File: src/ednp_pkg.sv
// ============================================================================
// ednp_pkg
// Shared types, codes and helper functions for the exponential delta
// nibble packer.
// ============================================================================
package ednp_pkg;

    typedef logic [3:0] code_t;
    typedef logic [7:0] byte_t;

    localparam code_t CODE_LARGE     = 4'd0;
    localparam code_t CODE_ZERO_STEP = 4'd8;
    localparam code_t CODE_POS_BASE  = 4'd9;
    localparam code_t CODE_NEG_BASE  = 4'd7;

    localparam byte_t STEP_TABLE [16] = '{
        8'h80, 8'hC0, 8'hE0, 8'hF0, 8'hF8, 8'hFC, 8'hFE, 8'hFF,
        8'h00, 8'h01, 8'h02, 8'h04, 8'h08, 8'h10, 8'h20, 8'h40
    };

    // Largest power-of-two step not exceeding |d|, signed by d.
    function automatic code_t encode_delta(input logic signed [8:0] d);
        logic [8:0] neg_d;
        logic [6:0] mag;
        logic [2:0] msb;
        code_t      code;
        neg_d = 9'(-d);
        mag   = d[8] ? neg_d[6:0] : d[6:0];
        msb   = 3'd0;
        for (int i = 0; i < 7; i++) begin
            if (mag[i]) begin
                msb = 3'(i);
            end
        end
        if (d >= 9'sd128 || d <= -9'sd128) begin
            code = CODE_LARGE;
        end else if (d == 9'sd0) begin
            code = CODE_ZERO_STEP;
        end else if (d[8]) begin
            code = CODE_NEG_BASE - code_t'(msb);
        end else begin
            code = CODE_POS_BASE + code_t'(msb);
        end
        return code;
    endfunction

endpackage

File: src/ednp_if.sv
// ============================================================================
// ednp_sample_if / ednp_byte_if
// Valid/ready channels for the input samples and the packed output bytes.
// ============================================================================
interface ednp_sample_if;
    logic              valid;
    logic              ready;
    logic signed [7:0] sample_value;
    logic              end_of_block;

    modport source (output valid, output sample_value, output end_of_block, input ready);
    modport sink   (input valid, input sample_value, input end_of_block, output ready);
endinterface

interface ednp_byte_if;
    logic       valid;
    logic       ready;
    logic [7:0] packed_byte;
    logic       final_byte;

    modport source (output valid, output packed_byte, output final_byte, input ready);
    modport sink   (input valid, input packed_byte, input final_byte, output ready);
endinterface

File: src/exp_delta_nibble_packer.sv
// ============================================================================
// exp_delta_nibble_packer
// Codes signed 8-bit samples as 4-bit exponential delta steps against a
// running prediction and packs two codes per byte, first code high.
// ============================================================================
//  channel     role   payload
//  sample_ch   sink   sample_value[7:0] signed, end_of_block
//  packed_ch   source packed_byte[7:0], final_byte
//
//  One sample per cycle sustained while the output register is not stalled:
//  input register, then subtract / encode / predictor add into the output
//  register.
//  A stalled output register holds the input stage only when that sample
//  completes a byte. rst_n clears prediction, held code and valids.
// ============================================================================
module exp_delta_nibble_packer (
    input  logic                clk,
    input  logic                rst_n,
    ednp_sample_if.sink         sample_ch,
    ednp_byte_if.source         packed_ch
);

    logic                stg_valid_reg;
    logic signed [7:0]   stg_sample_reg;
    logic                stg_eob_reg;

    logic [7:0]          pred_reg;
    logic [7:0]          pred_next;
    ednp_pkg::code_t     held_reg;
    ednp_pkg::code_t     held_next;
    logic                waiting_reg;
    logic                waiting_next;

    logic                out_valid_reg;
    logic [7:0]          out_byte_reg;
    logic [7:0]          out_byte_next;
    logic                out_final_reg;

    logic signed [8:0]   delta;
    ednp_pkg::code_t     code;
    logic                produce;
    logic                stg_advance;
    logic                sample_take;

    assign delta   = 9'(stg_sample_reg) - 9'($signed(pred_reg));
    assign code    = ednp_pkg::encode_delta(delta);
    assign produce = waiting_reg || stg_eob_reg;

    assign stg_advance = stg_valid_reg && (!produce || !out_valid_reg || packed_ch.ready);
    assign sample_ch.ready = !stg_valid_reg || stg_advance;
    assign sample_take = sample_ch.valid && sample_ch.ready;

    always_comb
    begin
        pred_next     = pred_reg + ednp_pkg::STEP_TABLE[code];
        held_next     = held_reg;
        waiting_next  = waiting_reg;
        out_byte_next = {held_reg, code};
        if (waiting_reg) begin
            held_next    = '0;
            waiting_next = 1'b0;
        end else if (stg_eob_reg) begin
            out_byte_next = {code, ednp_pkg::CODE_ZERO_STEP};
        end else begin
            held_next    = code;
            waiting_next = 1'b1;
        end
        if (stg_eob_reg) begin
            pred_next    = '0;
            held_next    = '0;
            waiting_next = 1'b0;
        end
    end

    always_ff @(posedge clk or negedge rst_n)
    begin
        if (!rst_n) begin
            stg_valid_reg <= 1'b0;
            pred_reg      <= '0;
            held_reg      <= '0;
            waiting_reg   <= 1'b0;
            out_valid_reg <= 1'b0;
        end else begin
            if (sample_take) begin
                stg_valid_reg <= 1'b1;
            end else if (stg_advance) begin
                stg_valid_reg <= 1'b0;
            end
            if (stg_advance) begin
                pred_reg    <= pred_next;
                held_reg    <= held_next;
                waiting_reg <= waiting_next;
            end
            if (stg_advance && produce) begin
                out_valid_reg <= 1'b1;
            end else if (packed_ch.ready) begin
                out_valid_reg <= 1'b0;
            end
        end
    end

    always_ff @(posedge clk)
    begin
        if (sample_take) begin
            stg_sample_reg <= sample_ch.sample_value;
            stg_eob_reg    <= sample_ch.end_of_block;
        end
        if (stg_advance && produce) begin
            out_byte_reg  <= out_byte_next;
            out_final_reg <= stg_eob_reg;
        end
    end

    assign packed_ch.valid       = out_valid_reg;
    assign packed_ch.packed_byte = out_byte_reg;
    assign packed_ch.final_byte  = out_final_reg;

endmodule
File: src/flat_wrapper.sv
// flat-port wrapper written by rule: the top's interface ports become plain ports
module exp_delta_nibble_packer_flat 
  (clk, rst_n, sample_ch_valid, sample_ch_sample_value, sample_ch_end_of_block, sample_ch_ready, packed_ch_valid, packed_ch_packed_byte, packed_ch_final_byte, packed_ch_ready);
  ednp_sample_if sample_ch_i ();
  ednp_byte_if packed_ch_i ();
  input  logic clk;
  input  logic rst_n;
  input wire logic [$bits(sample_ch_i.valid)-1:0] sample_ch_valid;
  input wire logic [$bits(sample_ch_i.sample_value)-1:0] sample_ch_sample_value;
  input wire logic [$bits(sample_ch_i.end_of_block)-1:0] sample_ch_end_of_block;
  output wire logic [$bits(sample_ch_i.ready)-1:0] sample_ch_ready;
  output wire logic [$bits(packed_ch_i.valid)-1:0] packed_ch_valid;
  output wire logic [$bits(packed_ch_i.packed_byte)-1:0] packed_ch_packed_byte;
  output wire logic [$bits(packed_ch_i.final_byte)-1:0] packed_ch_final_byte;
  input wire logic [$bits(packed_ch_i.ready)-1:0] packed_ch_ready;
  assign sample_ch_i.valid = sample_ch_valid;
  assign sample_ch_i.sample_value = sample_ch_sample_value;
  assign sample_ch_i.end_of_block = sample_ch_end_of_block;
  assign sample_ch_ready = sample_ch_i.ready;
  assign packed_ch_valid = packed_ch_i.valid;
  assign packed_ch_packed_byte = packed_ch_i.packed_byte;
  assign packed_ch_final_byte = packed_ch_i.final_byte;
  assign packed_ch_i.ready = packed_ch_ready;
  exp_delta_nibble_packer u_core (.clk(clk), .rst_n(rst_n), .sample_ch(sample_ch_i), .packed_ch(packed_ch_i));
endmodule
File: config.mk
export PLATFORM = sky130hd
export DESIGN_NAME = exp_delta_nibble_packer_flat
export DESIGN_NICKNAME = d
export VERILOG_FILES = /design/src/ednp_pkg.sv /design/src/ednp_if.sv /design/src/exp_delta_nibble_packer.sv /design/src/flat_wrapper.sv
export SDC_FILE = /design/constraint.sdc
export NUM_CORES = 1
export LEC_CHECK = 0
export BUFFER_PORTS_ARGS = -buffer_cell sky130_fd_sc_hd__buf_2
export CORE_MARGIN = 2
export CORE_UTILIZATION = 54
export CTS_BUF_LIST = sky130_fd_sc_hd__clkbuf_2 sky130_fd_sc_hd__clkbuf_4 sky130_fd_sc_hd__clkbuf_8
export CTS_CLUSTER_SIZE = 24
export DETAILED_ROUTE_END_ITERATION = 6
export PLACE_DENSITY = 0.74
export SLEW_MARGIN = 20
export SYNTH_ARGS = -nofsm -noshare
export SYNTH_HDL_FRONTEND = slang
export SYNTH_SLANG_ARGS = --single-unit
File: constraint.sdc
create_clock -name clk -period 5.95 [get_ports clk]
set_input_delay 1.19 -clock clk [delete_from_list [all_inputs] [get_ports clk]]
set_output_delay 1.19 -clock clk [all_outputs]
set_load 0.005 [all_outputs]
==> summary.txt, run 1 <==
Most used flip-flop cell after synthesis: edfxtp_1
Pre-CTS setup slack: 0.244 ns
Comb pwr share: 72.4%
GRT Residual Overflow: 0
Setup CP Type: reg2reg
Detail Route Antenna Nets: 0
Sink Count: 33
Max VDD drop: 0.475 mV
Clk pwr share: 8.9%
# nets final: 328
Lkg Pwr: 0.00122 uW
Iter 0 DRT Violations: 147
Antenna violations before repair: 0
CP Buf/Inv Count: 1
Diodes inserted: 0
H-Tree Depth: 2
Req. time, crit path: 6.12 ns
Critical Path Source Type: register
Post-Synthesis Cell Area: 2530 um^2
Worst setup startpoint: u_core.pred_reg[0]
Sequential element share of the synthesized area: 36.1%
Total Routing Usage GR: 20.9%
Worst-Margin Slew: 0.709 ns
P per Cell Area: 637 nW/um^2
Final setup margin: 0.390 ns
Starting Density: 57.0%
Fill cell count: 388
Final setup viols: 0
Largest stage delay, worst path: 0.46 ns
Top cells by area, synth: edfxtp_1 21%, dfrtp_1 15%, ha_1 8.4%, nand2_1 4.1%, o21ai_0 3.6%
Vias/cell: 5.75
Hold crit path type: reg2reg
IO Pins: 24
Multi-input gate area: 1580 um^2
Synth top area share: 21.3%
Post-synth ARST share: 45.5%
Synthesized area per cell: 9.46 um^2
Cell variety after synth: 71
Die width: 72.5 um
Placed Cells: 338
Root buf cell: clkbuf_8
WHS Path Cells: 2
Final WL: 5080 um
# rows: 24
Critical Path Slowest Stage Cell: fa_1
Largest net degree at the start of global routing: 20
Final setup TNS: 0 ns
Outcome: finished, final reports clean
Period utilization: 93.4%
FF/Latch Area: 916 um^2
Slew Limit Fails: 0
Hold Path End: u_core.held_reg[2]
Clock buffers created by TritonCTS: 5
Sw Share: 46.7%
R2r setup slk: 0.39 ns
Synth warn: 0
Post-route insts no fill: 349
Hold Crit Start: u_core.held_reg[2]
Worst reg-to-reg path cell count: 25
Worst-skew pair later-pin latency: 0.28 ns
Internal cell power: 971 uW
CP Max Fanout: 6
Via count: 2007
Via count of the first global-routing pass: 1833
Port buffer count: 23
Register bit count reported by yosys: 33
First-pass GRT wire length: 8510 um
Die area: 5260 um^2
Tmin final: 5.56 ns
Post-layout util: 64.4%
Syn nets: 300
Reg2Reg Capture Point: u_core.pred_reg[7]
Core footprint: 4440 um^2
Final HPWL DP: 3910 um
Layout cells sized above 1: 20.5%
Routed len/inst: 14.6 um
Worst EP arrival: 5.73 ns
Max-capacitance violation count: 0
Sequential power share: 18.8%
Worst slew margin: 52.6%
Cell count after synthesis: 268
Critical Path End Type: register
Worst reg2reg startpoint: u_core.pred_reg[0]
Worst-path clk slew: 0.07 ns
Synth area leader: edfxtp_1
Routability-driven placement congestion ratio: 0.837
Hold Fails Final Rpt: 0
Cell family with most CP delay: compound AO/OA/AOI/OAI gates
Pre-antenna DRT Iters: 4
Fmax: 0.180 GHz
Area growth from synthesis to layout: 12.8%
Clk_skew: 0.00715 ns
Post-synth EDFFs: 18
CTS tree: done
DRC: 0
NetSw: 850 uW
Max Root-Sink Buffers: 2
Die extent in y: 72.5 um
[metal layers]
metal	vias up	global-route usage, %	share of wire (%)
met5	-	0	0
met4	0	6.79	1.2
met3	7	3.47	2.8
met2	36	31.2	44
met1	922	31.1	52
li1	1042	-	-
[layout make-up]
class | count | share of cell area [%]
multi-input cells | 214 | 55.4
flip-flops and latches | 33 | 32.0
repair buffers | 29 | 5.60
clock buffers | 5 | 2.41
well taps | 52 | 2.27
inverters | 13 | 1.71
clock inverters | 3 | 0.612
[cells by family (layout without fill, tap and decap cells)]
logic type | count (synthesis) | after routing | synth area share (%)
AND/OR/NAND/NOR | 95 | 95 | 19.6
adder cells (fa/ha/maj) | 19 | 19 | 9.97
buffers and inverters | 21 | 50 | 3.60
multiplexers | 4 | 4 | 1.92
flip-flops | 33 | 33 | 36.1
AO/OA/AOI/OAI | 85 | 85 | 24.4
XOR/XNOR | 11 | 11 | 4.39
[worst max-delay path by stage]
stage | cells past startpoint | to
2_1_floorplan | 24 | u_core.pred_reg[7]
3_3_place_gp | 24 | u_core.pred_reg[7]
4_1_cts | 24 | u_core.pred_reg[7]
3_5_place_dp | 24 | u_core.pred_reg[7]
6_report | 25 | u_core.pred_reg[7]
5_1_grt | 26 | u_core.pred_reg[6]
[through the flow]
step	total power [uW]	hold slack (ns)	area [um^2]
final	1820	0.483	2860
after global routing	2000	0.524	2860
after CTS	1760	0.487	2780
after detailed placement	1590	0.471	2700
after global placement	1570	0.462	2700
after floorplan	1330	0.424	2530
[placed cells by master (no fill, tap or decap), drive strengths merged, types with 3 or more instances in the layout]
master,Yosys,layout
buf,4,29
nand2,28,28
o21ai,23,23
edfxtp,18,18
ha,17,17
a21oi,16,16
nor2,15,15
dfrtp,15,15
inv,13,13
nor3,11,11
a21o,9,9
nand2b,6,6
xnor2,6,6
o21a,5,5
a22o,5,5
clkbuf,4,5
and2,5,5
xor2,5,5
nor2b,4,4
or2,4,4
or3,4,4
nor3b,3,3
nand3,3,3
nand3b,3,3
mux2i,3,3
a21boi,3,3
[tightest hold or removal path: cells and delay by family (launching register included)]
kind	cells	cell delay, ns
AND/OR/NAND/NOR	1	0.04
flip-flops	1	0.35
AO/OA/AOI/OAI	1	0.06
[power groups by stage]
stage               logic [uW]  clock network [uW]  registers (uW)
floorplan                  989                   0             342
global placement          1230                   0             345
detailed placement        1240                   0             347
CTS                       1250                 169             343
global route              1470                 177             349
finish                    1320                 161             342
[what timing repair did]
| item | 4_1_cts | 5_1_grt |
|---|---|---|
| hold buffers | 0 | 0 |
| setup endpoints to repair | 0 | 2 |
| setup buffers | 0 | 3 |
| hold endpoints to repair | 0 | 0 |
| gates resized for setup | 0 | 9 |
[Yosys cell counts, drive strengths merged (6+ instances only)]
cell type	number
nand2b	6
nand2	28
xnor2	6
a21o	9
edfxtp	18
dfrtp	15
a21oi	16
nor3	11
nor2	15
inv	13
ha	17
o21ai	23
(Power assumes the default switching activity.)
==> run 2: changes to the inputs <==
- ABC_AREA: unset -> 1
- BUFFER_PORTS_ARGS: -buffer_cell sky130_fd_sc_hd__buf_2 -> -buffer_cell sky130_fd_sc_hd__clkbuf_2
- CORE_UTILIZATION: 54 -> 40
- PLACE_DENSITY: 0.74 -> unset
==> summary.txt, run 2 <==
Clock buffers created by TritonCTS: 5
Hold Fails Final Rpt: 0
Die area: 6770 um^2
CP Max Fanout: 6
WHS Path Cells: 2
Hold Path End: u_core.held_reg[1]
CTS tree: done
Worst reg-to-reg path cell count: 32
Outcome: finished, final reports clean
Fill cell count: 596
Tmin final: 4.87 ns
IO Pins: 24
Post_cts resized: 0
Most frequent cells after synthesis: 71 x nand2_1, 45 x inv_1, 26 x nor2_1, 25 x nand3_1, 18 x edfxtp_1
Cell family with most CP delay: simple AND/OR/NAND/NOR gates
GRT Residual Overflow: 0
Critical Path End Type: register
Cts hold-fix bufs: 0
FF/Latch Area: 916 um^2
Post-Synthesis Cell Area: 2450 um^2
Diodes inserted: 0
Pre-CTS setup slack: 1.10 ns
Worst-Margin Slew: 0.668 ns
CP Buf/Inv Count: 2
Reg2Reg Capture Point: u_core.pred_reg[7]
Worst-path clk slew: 0.07 ns
Cell with the most instances after synthesis: nand2_1
Iter 0 DRT Violations: 110
Final setup viols: 0
Setup CP Type: reg2reg
Critical Path Source Type: register
Top cells by area, synth: edfxtp_1 22%, dfrtp_1 15%, nand2_1 11%, ha_1 8.7%, inv_1 6.9%
Slew Limit Fails: 0
Final HPWL DP: 3950 um
Total Routing Usage GR: 16.4%
Layout cells sized above 1: 20.1%
Worst-skew pair later-pin latency: 0.28 ns
H-Tree Depth: 2
Most used flip-flop cell after synthesis: edfxtp_1
Routed len/inst: 12.0 um
Worst EP arrival: 5.01 ns
Largest stage delay, worst path: 0.56 ns
Req. time, crit path: 6.09 ns
Final setup TNS: 0 ns
Final WL: 4950 um
R2r setup slk: 1.08 ns
Post-layout util: 46.2%
# nets final: 370
Clk_skew: 0.00707 ns
Post-synth ARST share: 45.5%
Sink Count: 33
Via count: 1981
Via count of the first global-routing pass: 1756
Critical Path Slowest Stage Cell: fa_1
Antenna violations before repair: 0
RSZ-0062 raised after global routing: false
Most common cell after layout, fill and taps aside: nand2_1
Design Area, Final: 2740 um^2
Cell variety after synth: 34
Hold Crit Start: u_core.held_reg[1]
Root buf cell: clkbuf_8
Port buffer count: 23
Final setup margin: 1.08 ns
Synthesized area per cell: 7.91 um^2
Post-synth EDFFs: 18
First-pass GRT wire length: 8400 um
Hold crit path type: reg2reg
Starting Density: 41.4%
Detail Route Antenna Nets: 0
DRC: 0
Pre-antenna DRT Iters: 4
Synth area leader: edfxtp_1
Area growth from synthesis to layout: 11.6%
Fmax: 0.205 GHz
Period utilization: 81.9%
Multi-input gate area: 1330 um^2
Cell count after synthesis: 310
# rows: 28
Max-capacitance violation count: 0
Area post-placement: 2650 um^2
Synth warn: 0
Worst reg2reg startpoint: u_core.pred_reg[0]
Sequential element share of the synthesized area: 37.4%
Routability-driven placement congestion ratio: 0.876
Most common cell on crit path: nand2_1
Die extent in y: 82.3 um
Register bit count reported by yosys: 33
Worst slew margin: 55.3%
Most frequent cells in the layout: 71 x nand2_1, 45 x inv_1, 26 x nor2_1
Core footprint: 5920 um^2
Vias/cell: 4.79
Synth top area share: 22.1%
Die width: 82.3 um
Largest net degree at the start of global routing: 16
Syn nets: 342
Post-CTS setup buffer count: 0
Max Root-Sink Buffers: 2
## run 2: cell types whose count changed after synthesis, sizes merged, moves of 5 or more
cell	change
nor2	+13
nor3	-9
a21o	-9
xnor2	-5
o21a	-5
o21ai	-13
nand2b	-6
nand3	+29
nand2	+63
inv	+37
## run 2: logic make-up after synthesis
logic type,count (synthesis),share of synthesized area [%]
xor+xnor,9,3.22
flops,33,37.4
simple gates,158,31.8
buf+inv,53,8.37
fa+ha+maj,19,10.3
compound gates,38,8.93
## run 2: worst register-to-register path, delay by kind of cell, from the launching register on
kind | cells | cell delay, ns
AOI/OAI and AO/OA | 6 | 0.84
xor gates and xnor gates | 1 | 0.14
adders and majority gates | 5 | 1.55
buffers and inverters | 2 | 0.11
DFF | 1 | 0.40
and+or+nand+nor | 18 | 1.69
## run 2: layer usage
| metal | GRT usage, % | part of all wire, % | wire length (um) | vias to the layer above |
|---|---|---|---|---|
| li1 | - | - | - | 1068 |
| met1 | 24.3 | 50 | 2460 | 873 |
| met2 | 24.4 | 46 | 2270 | 38 |
| met3 | 3.26 | 3.8 | 188 | 2 |
| met4 | 3.67 | 0.63 | 31 | 0 |
| met5 | 0 | 0 | 0 | - |
## run 2: final cells by class
cell class,instances,share of cell area (%)
clock buffer,6,2.79
clock inverter,2,0.366
inverter,51,7.09
multi-input combinational,224,48.6
sequential,33,33.5
tap,75,3.43
timing repair buffer,23,4.21
## run 2: stage by stage
stage / std cells / hold WS (ns)
finish: 414 / 0.500
global route: 414 / 0.544
CTS: 414 / 0.498
detailed placement: 406 / 0.483
global placement: 406 / 0.468
floorplan: 310 / 0.454
## run 2: how the worst max path moves through the flow
stage | slack (ns) | to | cells past startpoint | startpoint
2_1_floorplan | 1.51 | u_core.pred_reg[7] | 32 | u_core.pred_reg[0]
3_3_place_gp | 1.17 | u_core.pred_reg[6] | 27 | u_core.pred_reg[0]
3_5_place_dp | 1.10 | u_core.pred_reg[7] | 32 | u_core.pred_reg[0]
4_1_cts | 1.06 | u_core.pred_reg[7] | 32 | u_core.pred_reg[0]
5_1_grt | 0.62 | u_core.pred_reg[7] | 30 | u_core.pred_reg[0]
6_report | 1.08 | u_core.pred_reg[7] | 32 | u_core.pred_reg[0]
Power of run 2 is not shown: default switching activity piles up to over one toggle a cycle in this logic, so the estimate is an artifact.
